==> src/rtl/core/ktl_pkg.sv <==
package ktl_pkg;

  typedef enum logic [2:0] {
    MODE_IDLE,
    MODE_NUM,
    MODE_WORD,
    MODE_GT,
    MODE_LT,
    MODE_EQ
  } mode_t;

  // keyword prefix tracking: i, if, a, an, and, o, or
  typedef enum logic [2:0] {
    KW_NONE,
    KW_I,
    KW_IF,
    KW_A,
    KW_AN,
    KW_AND,
    KW_O,
    KW_OR
  } kw_t;

  localparam logic [3:0] KIND_CONST = 4'd0;
  localparam logic [3:0] KIND_IDENT = 4'd1;
  localparam logic [3:0] KIND_IF    = 4'd2;
  localparam logic [3:0] KIND_AND   = 4'd3;
  localparam logic [3:0] KIND_OR    = 4'd4;
  localparam logic [3:0] KIND_GE    = 4'd5;
  localparam logic [3:0] KIND_LE    = 4'd6;
  localparam logic [3:0] KIND_EQ    = 4'd7;
  localparam logic [3:0] KIND_CHAR  = 4'd8;
  localparam logic [3:0] KIND_END   = 4'd9;

  localparam logic [7:0] CH_SPACE   = 8'h20;
  localparam logic [7:0] CH_TAB     = 8'h09;
  localparam logic [7:0] CH_LF      = 8'h0A;
  localparam logic [7:0] CH_CR      = 8'h0D;
  localparam logic [7:0] CH_ZERO    = 8'h30;
  localparam logic [7:0] CH_NINE    = 8'h39;
  localparam logic [7:0] CH_PERCENT = 8'h25;
  localparam logic [7:0] CH_GT      = 8'h3E;
  localparam logic [7:0] CH_LT      = 8'h3C;
  localparam logic [7:0] CH_EQUAL   = 8'h3D;
  localparam logic [7:0] CH_UNDER   = 8'h5F;
  localparam logic [7:0] CH_UP_A    = 8'h41;
  localparam logic [7:0] CH_UP_Z    = 8'h5A;
  localparam logic [7:0] CH_LO_A    = 8'h61;
  localparam logic [7:0] CH_LO_Z    = 8'h7A;
  localparam logic [7:0] CH_LO_D    = 8'h64;
  localparam logic [7:0] CH_LO_F    = 8'h66;
  localparam logic [7:0] CH_LO_I    = 8'h69;
  localparam logic [7:0] CH_LO_N    = 8'h6E;
  localparam logic [7:0] CH_LO_O    = 8'h6F;
  localparam logic [7:0] CH_LO_R    = 8'h72;

  localparam logic [7:0] LEN_MAX = 8'hFF;

  typedef struct packed {
    logic [3:0]  kind;
    logic [7:0]  ch;
    logic [31:0] val;
    logic        pct;
    logic [7:0]  len;
    logic        ovf;
    logic        last;
  } res_t;

  // results of one scanned item, up to two
  typedef struct packed {
    logic [1:0] n;
    res_t       r0;
    res_t       r1;
  } push_t;

endpackage

==> src/rtl/core/ktl_scanner.sv <==
module ktl_scanner #(
  parameter int VALUE_BITS = 32
) (
  input  logic             clk,
  input  logic             rst,
  input  logic             step,
  input  logic [7:0]       ch,
  input  logic             eot,
  output ktl_pkg::push_t   push
);

  localparam int PW = VALUE_BITS + 4;

  ktl_pkg::mode_t          mode, mode_next;
  ktl_pkg::kw_t            kw, kw_next;
  logic [VALUE_BITS-1:0]   acc, acc_next;
  logic                    sat, sat_next;
  logic [7:0]              len, len_next;
  logic                    ended, ended_next;

  logic [PW-1:0]           prod;
  logic                    prod_ovf;
  logic [VALUE_BITS-1:0]   dig_acc;
  logic                    dig_sat;
  logic [7:0]              len_bump;
  logic [63:0]             acc_wide;
  logic [7:0]              lc;
  logic                    is_digit, is_alpha, is_space;
  logic                    is_cmp, is_lone;
  logic                    do_idle;
  ktl_pkg::res_t           r;
  ktl_pkg::kw_t            kw_adv, kw_init;
  logic [3:0]              word_kind;
  logic [3:0]              cmp_kind;

  function automatic ktl_pkg::push_t put(ktl_pkg::push_t p, ktl_pkg::res_t x);
    ktl_pkg::push_t q;
    q = p;
    if (p.n == 2'd0) begin
      q.r0 = x;
    end else begin
      q.r1 = x;
    end
    q.n = p.n + 2'd1;
    return q;
  endfunction

  function automatic ktl_pkg::res_t mk(logic [3:0] kind, logic [7:0] c, logic [31:0] v,
                                       logic pct, logic [7:0] l, logic ovf);
    ktl_pkg::res_t x;
    x.kind = kind;
    x.ch   = c;
    x.val  = v;
    x.pct  = pct;
    x.len  = l;
    x.ovf  = ovf;
    x.last = 1'b0;
    return x;
  endfunction

  assign is_digit = (ch >= ktl_pkg::CH_ZERO) && (ch <= ktl_pkg::CH_NINE);
  assign is_alpha = ((ch >= ktl_pkg::CH_LO_A) && (ch <= ktl_pkg::CH_LO_Z)) ||
                    ((ch >= ktl_pkg::CH_UP_A) && (ch <= ktl_pkg::CH_UP_Z)) ||
                    (ch == ktl_pkg::CH_UNDER);
  assign is_space = (ch == ktl_pkg::CH_SPACE) || (ch == ktl_pkg::CH_TAB) ||
                    (ch == ktl_pkg::CH_LF) || (ch == ktl_pkg::CH_CR);
  assign is_cmp   = (mode == ktl_pkg::MODE_GT) || (mode == ktl_pkg::MODE_LT) ||
                    (mode == ktl_pkg::MODE_EQ);
  assign is_lone  = !is_space && !is_digit && !is_alpha && (ch != ktl_pkg::CH_GT) &&
                    (ch != ktl_pkg::CH_LT) && (ch != ktl_pkg::CH_EQUAL);
  assign lc = ((ch >= ktl_pkg::CH_UP_A) && (ch <= ktl_pkg::CH_UP_Z)) ?
              (ch | 8'h20) : ch;

  // acc * 10 + digit, overflow when any bit above the value width is set
  assign prod = {1'b0, acc, 3'b000} + {3'b000, acc, 1'b0} + PW'(ch - ktl_pkg::CH_ZERO);
  assign prod_ovf = sat || (prod[PW-1:VALUE_BITS] != '0);
  assign dig_acc  = prod_ovf ? {VALUE_BITS{1'b1}} : prod[VALUE_BITS-1:0];
  assign dig_sat  = prod_ovf;
  assign len_bump = (len == ktl_pkg::LEN_MAX) ? len : len + 8'd1;
  assign acc_wide = 64'(acc);

  always_comb begin
    kw_adv = ktl_pkg::KW_NONE;
    if (kw == ktl_pkg::KW_I && lc == ktl_pkg::CH_LO_F) begin
      kw_adv = ktl_pkg::KW_IF;
    end else if (kw == ktl_pkg::KW_A && lc == ktl_pkg::CH_LO_N) begin
      kw_adv = ktl_pkg::KW_AN;
    end else if (kw == ktl_pkg::KW_AN && lc == ktl_pkg::CH_LO_D) begin
      kw_adv = ktl_pkg::KW_AND;
    end else if (kw == ktl_pkg::KW_O && lc == ktl_pkg::CH_LO_R) begin
      kw_adv = ktl_pkg::KW_OR;
    end
    kw_init = ktl_pkg::KW_NONE;
    if (lc == ktl_pkg::CH_LO_I) begin
      kw_init = ktl_pkg::KW_I;
    end else if (lc == ktl_pkg::CH_LO_A) begin
      kw_init = ktl_pkg::KW_A;
    end else if (lc == ktl_pkg::CH_LO_O) begin
      kw_init = ktl_pkg::KW_O;
    end
    case (kw)
      ktl_pkg::KW_IF:  word_kind = ktl_pkg::KIND_IF;
      ktl_pkg::KW_AND: word_kind = ktl_pkg::KIND_AND;
      ktl_pkg::KW_OR:  word_kind = ktl_pkg::KIND_OR;
      default:         word_kind = ktl_pkg::KIND_IDENT;
    endcase
    case (mode)
      ktl_pkg::MODE_GT: cmp_kind = ktl_pkg::KIND_GE;
      ktl_pkg::MODE_LT: cmp_kind = ktl_pkg::KIND_LE;
      default:          cmp_kind = ktl_pkg::KIND_EQ;
    endcase
  end

  // the character starts a new token once the pending one, if any, is closed
  always_comb begin
    do_idle = 1'b0;
    if (!ended && !eot) begin
      unique case (mode) inside
        ktl_pkg::MODE_NUM:
          do_idle = !is_digit && (ch != ktl_pkg::CH_PERCENT);
        ktl_pkg::MODE_WORD:
          do_idle = !(is_alpha || is_digit);
        ktl_pkg::MODE_GT, ktl_pkg::MODE_LT, ktl_pkg::MODE_EQ:
          do_idle = (ch != ktl_pkg::CH_EQUAL);
        default:
          do_idle = 1'b1;
      endcase
    end
  end

  always_comb begin
    mode_next  = mode;
    kw_next    = kw;
    acc_next   = acc;
    sat_next   = sat;
    len_next   = len;
    ended_next = ended;

    if (!ended && eot) begin
      mode_next  = ktl_pkg::MODE_IDLE;
      ended_next = 1'b1;
    end else if (!ended) begin
      unique case (mode) inside
        ktl_pkg::MODE_NUM: begin
          if (is_digit) begin
            acc_next = dig_acc;
            sat_next = dig_sat;
            len_next = len_bump;
          end else if (ch == ktl_pkg::CH_PERCENT) begin
            len_next  = len_bump;
            mode_next = ktl_pkg::MODE_IDLE;
          end
        end
        ktl_pkg::MODE_WORD: begin
          if (is_alpha || is_digit) begin
            kw_next  = kw_adv;
            len_next = len_bump;
          end
        end
        ktl_pkg::MODE_GT, ktl_pkg::MODE_LT, ktl_pkg::MODE_EQ: begin
          if (ch == ktl_pkg::CH_EQUAL) begin
            mode_next = ktl_pkg::MODE_IDLE;
          end
        end
        default: ;
      endcase

      // scan the character as the start of a new token
      if (do_idle) begin
        mode_next = ktl_pkg::MODE_IDLE;
        if (is_space) begin
          mode_next = ktl_pkg::MODE_IDLE;
        end else if (is_digit) begin
          mode_next = ktl_pkg::MODE_NUM;
          acc_next  = VALUE_BITS'(ch - ktl_pkg::CH_ZERO);
          sat_next  = 1'b0;
          len_next  = 8'd1;
        end else if (is_alpha) begin
          mode_next = ktl_pkg::MODE_WORD;
          len_next  = 8'd1;
          kw_next   = kw_init;
        end else if (ch == ktl_pkg::CH_GT) begin
          mode_next = ktl_pkg::MODE_GT;
        end else if (ch == ktl_pkg::CH_LT) begin
          mode_next = ktl_pkg::MODE_LT;
        end else if (ch == ktl_pkg::CH_EQUAL) begin
          mode_next = ktl_pkg::MODE_EQ;
        end
      end
    end
  end

  always_comb begin
    push = '0;

    // token held by the pending scan state
    unique case (mode)
      ktl_pkg::MODE_NUM:
        r = mk(ktl_pkg::KIND_CONST, 8'd0, acc_wide[31:0], 1'b0, len, sat);
      ktl_pkg::MODE_WORD:
        r = mk(word_kind, 8'd0, 32'd0, 1'b0, len, 1'b0);
      ktl_pkg::MODE_GT:
        r = mk(ktl_pkg::KIND_CHAR, ktl_pkg::CH_GT, 32'd0, 1'b0, 8'd0, 1'b0);
      ktl_pkg::MODE_LT:
        r = mk(ktl_pkg::KIND_CHAR, ktl_pkg::CH_LT, 32'd0, 1'b0, 8'd0, 1'b0);
      ktl_pkg::MODE_EQ:
        r = mk(ktl_pkg::KIND_CHAR, ktl_pkg::CH_EQUAL, 32'd0, 1'b0, 8'd0, 1'b0);
      default:
        r = '0;
    endcase

    if (ended) begin
      push = put(push, mk(ktl_pkg::KIND_END, 8'd0, 32'd0, 1'b0, 8'd0, 1'b0));
    end else if (eot) begin
      // flush the pending token, then close the text
      if (mode != ktl_pkg::MODE_IDLE) begin
        push = put(push, r);
      end
      push = put(push, mk(ktl_pkg::KIND_END, 8'd0, 32'd0, 1'b0, 8'd0, 1'b0));
    end else begin
      if (mode == ktl_pkg::MODE_NUM && ch == ktl_pkg::CH_PERCENT) begin
        push = put(push, mk(ktl_pkg::KIND_CONST, 8'd0, acc_wide[31:0], 1'b1,
                            len_bump, sat));
      end else if (is_cmp && ch == ktl_pkg::CH_EQUAL) begin
        push = put(push, mk(cmp_kind, 8'd0, 32'd0, 1'b0, 8'd0, 1'b0));
      end else if (do_idle && mode != ktl_pkg::MODE_IDLE) begin
        push = put(push, r);
      end
      // a character that is a token by itself
      if (do_idle && is_lone) begin
        push = put(push, mk(ktl_pkg::KIND_CHAR, ch, 32'd0, 1'b0, 8'd0, 1'b0));
      end
    end

    if (push.n == 2'd2) begin
      push.r1.last = 1'b1;
    end else if (push.n == 2'd1) begin
      push.r0.last = 1'b1;
    end
  end

  always_ff @(posedge clk) begin
    if (rst) begin
      mode  <= ktl_pkg::MODE_IDLE;
      kw    <= ktl_pkg::KW_NONE;
      acc   <= '0;
      sat   <= 1'b0;
      len   <= 8'd0;
      ended <= 1'b0;
    end else if (step) begin
      mode  <= mode_next;
      kw    <= kw_next;
      acc   <= acc_next;
      sat   <= sat_next;
      len   <= len_next;
      ended <= ended_next;
    end
  end

endmodule

==> src/rtl/core/ktl_result_fifo.sv <==
module ktl_result_fifo (
  input  logic            clk,
  input  logic            rst,
  input  logic            wr_en,
  input  ktl_pkg::push_t  push,
  input  logic            rd_en,
  output ktl_pkg::res_t   head,
  output logic            not_empty,
  output logic            has_room
);

  localparam int DEPTH = 4;
  localparam int AW    = $clog2(DEPTH);

  ktl_pkg::res_t   mem [DEPTH];
  logic [AW-1:0]   wr_ptr, rd_ptr;
  logic [AW:0]     count, count_next;
  logic [1:0]      n_in;
  logic [AW-1:0]   wr_ptr1;

  assign n_in      = wr_en ? push.n : 2'd0;
  assign wr_ptr1   = wr_ptr + AW'(1);
  assign head      = mem[rd_ptr];
  assign not_empty = (count != '0);
  // room for the worst case of two results from one item
  assign has_room  = (count <= (AW+1)'(DEPTH - 2));
  assign count_next = count + (AW+1)'(n_in) - (AW+1)'(rd_en);

  always_ff @(posedge clk) begin
    if (n_in != 2'd0) begin
      mem[wr_ptr] <= push.r0;
    end
    if (n_in == 2'd2) begin
      mem[wr_ptr1] <= push.r1;
    end
  end

  always_ff @(posedge clk) begin
    if (rst) begin
      wr_ptr <= '0;
      rd_ptr <= '0;
      count  <= '0;
    end else begin
      wr_ptr <= wr_ptr + AW'(n_in);
      if (rd_en) begin
        rd_ptr <= rd_ptr + AW'(1);
      end
      count <= count_next;
    end
  end

endmodule

==> src/rtl/core/keyword_token_lexer_unit.sv <==
// A character is registered on transfer and scanned from that input register; its
// results are written into the result queue, from which they are offered.
// Throughput: one character per cycle while the four-entry result queue has room
// for two more results; an item giving two results hands them out one at a time.
// Reset (rst, synchronous, active high) returns the scanner to idle between tokens
// and empties the input register and the result queue.
module keyword_token_lexer_unit #(
  parameter int VALUE_BITS = 32
) (
  input  logic        clk,
  input  logic        rst,
  input  logic        in_valid,
  output logic        in_stall,
  input  logic [7:0]  char_code,
  input  logic        end_of_text,
  output logic        out_valid,
  input  logic        out_stall,
  output logic [3:0]  token_kind,
  output logic [7:0]  char_value,
  output logic [31:0] int_value,
  output logic        has_percent,
  output logic [7:0]  text_length,
  output logic        overflow,
  output logic        last_of_run
);

  logic            stg_valid;
  logic [7:0]      stg_char;
  logic            stg_eot;
  logic            advance;
  logic            has_room;
  logic            pop;
  ktl_pkg::push_t  push;
  ktl_pkg::res_t   head;

  assign advance  = stg_valid && has_room;
  assign in_stall = stg_valid && !advance;
  assign pop      = out_valid && !out_stall;

  always_ff @(posedge clk) begin
    if (rst) begin
      stg_valid <= 1'b0;
    end else if (!in_stall) begin
      stg_valid <= in_valid;
    end
  end

  // hold the payload while the stage waits for queue room
  always_ff @(posedge clk) begin
    if (in_valid && !in_stall) begin
      stg_char <= char_code;
      stg_eot  <= end_of_text;
    end
  end

  ktl_scanner #(
    .VALUE_BITS(VALUE_BITS)
  ) u_scanner (
    .clk  (clk),
    .rst  (rst),
    .step (advance),
    .ch   (stg_char),
    .eot  (stg_eot),
    .push (push)
  );

  ktl_result_fifo u_fifo (
    .clk       (clk),
    .rst       (rst),
    .wr_en     (advance),
    .push      (push),
    .rd_en     (pop),
    .head      (head),
    .not_empty (out_valid),
    .has_room  (has_room)
  );

  assign token_kind  = head.kind;
  assign char_value  = head.ch;
  assign int_value   = head.val;
  assign has_percent = head.pct;
  assign text_length = head.len;
  assign overflow    = head.ovf;
  assign last_of_run = head.last;

endmodule

==> config.mk <==
export PLATFORM = sky130hd
export DESIGN_NAME = keyword_token_lexer_unit
export DESIGN_NICKNAME = d
export VERILOG_FILES = /design/src/rtl/core/ktl_pkg.sv /design/src/rtl/core/ktl_scanner.sv /design/src/rtl/core/ktl_result_fifo.sv /design/src/rtl/core/keyword_token_lexer_unit.sv
export SDC_FILE = /design/constraint.sdc
export NUM_CORES = 1
export LEC_CHECK = 0
export BUFFER_PORTS_ARGS = -buffer_cell sky130_fd_sc_hd__buf_2
export CAP_MARGIN = 0
export CORE_MARGIN = 8
export CORE_UTILIZATION = 30
export DETAILED_ROUTE_END_ITERATION = 16
export GPL_ROUTABILITY_DRIVEN = 0
export PLACE_DENSITY_LB_ADDON = 0.15
export SLEW_MARGIN = 30
export SYNTH_ARGS = -nofsm -noshare
export SYNTH_HDL_FRONTEND = slang
export SYNTH_SLANG_ARGS = --single-unit
export TNS_END_PERCENT = 10
==> constraint.sdc <==
create_clock -name clk -period 10.88 [get_ports clk]
set_input_delay 2.176 -clock clk [delete_from_list [all_inputs] [get_ports clk]]
set_output_delay 2.176 -clock clk [all_outputs]
set_load 0.01 [all_outputs]
==> impl_metrics.prom <==
# TYPE chip_impl_metric gauge
chip_impl_info{name="run_status",value="completed"} 1
chip_impl_metric{name="setup_tns",unit="ns"} 0
chip_impl_metric{name="floorplan.die.height",unit="um"} 242
chip_impl_metric{name="grt_start_max_net_pins",unit=""} 56
chip_impl_metric{name="timing.max_slew.rel_slack",unit="%"} 27.0
chip_impl_metric{name="dp_hpwl",unit="um"} 33300
chip_impl_metric{name="detail_route.drc_violations",unit=""} 0
chip_impl_metric{name="route.vias.total",unit=""} 12900
chip_impl_metric{name="fin_skew",unit="ns"} 0.0209
chip_impl_info{name="critPathCaptureType",value="flop"} 1
chip_impl_metric{name="syn-cell-area",unit="mm^2"} 0.0154
chip_impl_info{name="synth_common_cells",value="sky130_fd_sc_hd__o21ai_0 (263), sky130_fd_sc_hd__nand2_1 (253), sky130_fd_sc_hd__dfxtp_1 (234)"} 1
chip_impl_metric{name="power.density_cell_area",unit="mW/mm^2"} 160
chip_impl_metric{name="worst_r2r_path_depth",unit=""} 15
chip_impl_metric{name="yosys_reg_bits",unit=""} 287
chip_impl_metric{name="clk_latency",unit="ns"} 0.53
chip_impl_info{name="grt_setup_unrepaired",value="no"} 1
chip_impl_metric{name="postLayoutSetupSlackWorst",unit="ns"} 4.38
chip_impl_metric{name="layout.filler_cells",unit=""} 5250
chip_impl_info{name="crit-reg2reg-launch",value="stg_char[4]"} 1
chip_impl_metric{name="cts-htree-levels",unit=""} 2
chip_impl_metric{name="remaining_global_route_overflow",unit=""} 0
chip_impl_metric{name="postCtsSetupRepairBufs",unit=""} 0
chip_impl_metric{name="synth_edf_count",unit=""} 53
chip_impl_metric{name="buffer_ports.inserted",unit=""} 69
chip_impl_metric{name="yosysWarnings",unit=""} 0
chip_impl_metric{name="initial_utilization",unit="%"} 30.1
chip_impl_metric{name="fin_area",unit="mm^2"} 0.0174
chip_impl_metric{name="wire_length_of_the_first_global_routing_pass",unit="um"} 76800
chip_impl_metric{name="final_core_utilization",unit="%"} 34.2
chip_impl_metric{name="cts_hold_buffers",unit=""} 0
chip_impl_metric{name="viasPerCell",unit=""} 5.33
chip_impl_metric{name="synthSimpleGateAreaFrac",unit="%"} 17.1
chip_impl_metric{name="share_of_post_route_cells_with_drive_strength_above_1",unit="%"} 13.3
chip_impl_metric{name="drt-total-wl",unit="um"} 48700
chip_impl_metric{name="cts_made_buffers",unit=""} 35
chip_impl_metric{name="syn2layout_area_growth",unit="%"} 13.6
chip_impl_metric{name="yosys.cell_types.count",unit=""} 76
chip_impl_info{name="tritoncts",value="built"} 1
chip_impl_metric{name="crit_fanout",unit=""} 25
chip_impl_info{name="worst_hold_startpoint",value="u_fifo.mem[3][23]"} 1
chip_impl_metric{name="cts_buffer_depth",unit=""} 3
chip_impl_metric{name="synth.area.mux_share",unit="%"} 8.41
chip_impl_metric{name="num-nets-final",unit=""} 1812
chip_impl_metric{name="worst_pin_slew",unit="ns"} 1.09
chip_impl_metric{name="finalMaxSlewViolations",unit=""} 0
chip_impl_metric{name="floorplan.rows",unit=""} 83
chip_impl_info{name="timing.critical_path.from_type",value="flop"} 1
chip_impl_metric{name="grt_pass1_vias",unit=""} 12700
chip_impl_metric{name="vdd.ir_drop.worst",unit="uV"} 92.9
chip_impl_metric{name="drt.antenna.violating_nets",unit=""} 0
chip_impl_metric{name="drt_iter0_drc",unit=""} 1024
chip_impl_metric{name="synth_cells",unit=""} 1708
chip_impl_metric{name="ctsResizeCount",unit=""} 0
chip_impl_metric{name="worst-endpoint-arrival",unit="ns"} 6.69
chip_impl_info{name="yosysTopAreaCell",value="sky130_fd_sc_hd__dfxtp_1"} 1
chip_impl_metric{name="adder_cell_area_share_of_the_yosys_netlist",unit="%"} 8.08
chip_impl_metric{name="power_leakage",unit="nW"} 6.47
chip_impl_metric{name="routedWlPerCell",unit="um"} 20.1
chip_impl_metric{name="async_reset_ff_share",unit="%"} 0
chip_impl_metric{name="area_of_placed_instances",unit="mm^2"} 0.0163
chip_impl_metric{name="drtPass1Iterations",unit=""} 8
chip_impl_metric{name="number_of_antenna_violations_at_the_first_check_in_global_routing",unit=""} 6
chip_impl_metric{name="dp_worst_setup_slack",unit="ns"} 4.49
chip_impl_metric{name="ff_latch_area",unit="mm^2"} 0.00628
chip_impl_metric{name="worstHoldPathCells",unit=""} 2
chip_impl_info{name="crit_path_start",value="stg_char[4]"} 1
chip_impl_info{name="yosys_most_used_dff",value="sky130_fd_sc_hd__dfxtp_1"} 1
chip_impl_metric{name="synth-compound-area-share",unit="%"} 19.3
chip_impl_metric{name="cts.clk_slew.worst_paths",unit="ns"} 0.06
chip_impl_metric{name="multi_input_area",unit="mm^2"} 0.00843
chip_impl_metric{name="finalHoldViolations",unit=""} 0
chip_impl_metric{name="setup_viol_count_final",unit=""} 0
chip_impl_info{name="largest_family_of_logic_cells_by_synthesized_area",value="compound AO/OA/AOI/OAI gates"} 1
chip_impl_metric{name="cp.required",unit="ns"} 11.07
chip_impl_metric{name="floorplan.die_area",unit="mm^2"} 0.0587
chip_impl_metric{name="coreArea",unit="mm^2"} 0.0510
chip_impl_metric{name="postSynthAreaPerCell",unit="um^2"} 8.99
chip_impl_metric{name="io_pins",unit=""} 70
chip_impl_metric{name="grt_use_total",unit="%"} 16.3
chip_impl_info{name="worst_hold_path_type",value="flop to flop"} 1
chip_impl_metric{name="achievable-frequency",unit="GHz"} 0.154
chip_impl_metric{name="synth_fp_nets",unit=""} 1801
chip_impl_metric{name="synth.yosys.seq_area_share",unit="%"} 40.9
chip_impl_metric{name="die-width",unit="um"} 242
chip_impl_metric{name="period_share",unit="%"} 59.8
chip_impl_metric{name="finalCriticalPeriod",unit="ns"} 6.50
chip_impl_metric{name="synth_xor_xnor_area_share",unit="%"} 1.94
chip_impl_info{name="root_buffer",value="sky130_fd_sc_hd__clkbuf_16"} 1
chip_impl_info{name="path_class",value="flop to flop"} 1
chip_impl_metric{name="synth_top_cell_area_share",unit="%"} 30.5
chip_impl_info{name="synth.area.top_cells",value="sky130_fd_sc_hd__dfxtp_1 (31%), sky130_fd_sc_hd__edfxtp_1 (10%), sky130_fd_sc_hd__o21ai_0 (8.6%)"} 1
chip_impl_metric{name="numClockSinks",unit=""} 287
chip_impl_info{name="synth.most_common_cell",value="sky130_fd_sc_hd__o21ai_0"} 1
chip_impl_metric{name="timing.max_cap.violations",unit=""} 0
[critical path, stage by stage, from the launching register on]
cell and delay (ns):
sky130_fd_sc_hd__edfxtp_1 0.58, sky130_fd_sc_hd__ha_1 0.35, sky130_fd_sc_hd__or3b_1 0.46, sky130_fd_sc_hd__nor3_1 0.43, sky130_fd_sc_hd__o22ai_1 0.24, sky130_fd_sc_hd__o21ba_2 0.31
sky130_fd_sc_hd__nand2_1 0.18, sky130_fd_sc_hd__o31ai_1 0.64, sky130_fd_sc_hd__inv_1 0.11, sky130_fd_sc_hd__ha_1 0.31, sky130_fd_sc_hd__nor2b_1 0.13, sky130_fd_sc_hd__a211oi_1 0.36
sky130_fd_sc_hd__o21a_1 0.29, sky130_fd_sc_hd__or3_1 0.71, sky130_fd_sc_hd__and2_1 0.64, sky130_fd_sc_hd__inv_1 0.41
[cell families after synthesis]
family / after synthesis
buffers and inverters: 169
multiplexers: 60
AO/OA/AOI/OAI: 508
flip-flops: 287
adder cells (fa/ha/maj): 80
XOR/XNOR: 34
AND/OR/NAND/NOR: 570
[cell usage in the layout, fill, tap and decap left out, types with 13 or more instances in the layout]
cell / instances
sky130_fd_sc_hd__ha_1: 48
sky130_fd_sc_hd__edfxtp_1: 53
sky130_fd_sc_hd__a21o_1: 14
sky130_fd_sc_hd__a31oi_1: 17
sky130_fd_sc_hd__nand3_1: 66
sky130_fd_sc_hd__o22ai_1: 31
sky130_fd_sc_hd__and2_1: 15
sky130_fd_sc_hd__mux4_2: 55
sky130_fd_sc_hd__dfxtp_1: 232
sky130_fd_sc_hd__inv_1: 54
sky130_fd_sc_hd__and3_1: 14
sky130_fd_sc_hd__nor2_1: 95
sky130_fd_sc_hd__or3_1: 13
sky130_fd_sc_hd__buf_4: 18
sky130_fd_sc_hd__o21ai_0: 263
sky130_fd_sc_hd__a21oi_1: 96
sky130_fd_sc_hd__nor3_1: 30
sky130_fd_sc_hd__buf_2: 70
sky130_fd_sc_hd__nand2_1: 253
sky130_fd_sc_hd__clkbuf_16: 36
sky130_fd_sc_hd__nand2b_1: 18
sky130_fd_sc_hd__xnor2_1: 17
sky130_fd_sc_hd__fa_1: 32
sky130_fd_sc_hd__xor2_1: 17
[sequential cells by signal, indices dropped and copies added (netlist names), named ones only]
| register | flops |
|---|---|
| stg_char | 8 |
| stg_eot | 1 |
| stg_valid | 1 |
| u_fifo.count | 3 |
| u_fifo.mem | 220 |
| u_fifo.rd_ptr | 2 |
| u_fifo.wr_ptr | 2 |
| u_scanner.acc | 32 |
| u_scanner.ended | 1 |
| u_scanner.kw | 3 |
| u_scanner.len | 8 |
| u_scanner.mode | 3 |
| u_scanner.sat | 1 |
[power breakdown]
part / internal, mW / leakage (nW) / switching [mW]
combinational: 0.164 / 3.49 / 0.252
clock: 0.733 / 0.586 / 0.480
sequential: 1.11 / 2.40 / 0.0528
total: 2.01 / 6.47 / 0.785
[cell type report]
| cell class | instances | area share (%) |
|---|---|---|
| antenna | 2 | 0.0287 |
| clock buffer | 48 | 5.88 |
| clock inverter | 13 | 0.918 |
| inverter | 55 | 1.18 |
| multi-input combinational | 1252 | 48.3 |
| sequential | 287 | 36.0 |
| tap | 680 | 4.88 |
| timing repair buffer | 88 | 2.78 |
[final timing paths]
path	end	slack (ns)
setup / recovery	u_fifo.mem[0][50]	4.38
hold / removal	u_fifo.mem[3][23]	0.45
setup reg to reg	u_fifo.mem[0][50]	4.38
hold reg to reg	u_fifo.mem[3][23]	0.45
[per-layer routing]
metal  track usage (%)  vias up  wire [um]
li1                  -     6184          -
met1              22.9     6342      23800
met2              25.1      317      21400
met3              3.16       76       2460
met4              4.56       10       1030
met5                 0        -         63
[through the flow]
stage	cells	hold WS [ns]	power [mW]
2_1_floorplan	1708	0.420	1.48
5_1_grt	2424	0.473	2.92
3_5_place_dp	2362	0.440	1.61
4_1_cts	2423	0.454	2.83
6_report	2425	0.447	2.79
3_3_place_gp	2361	0.429	1.61
(Power assumes the default switching activity.)
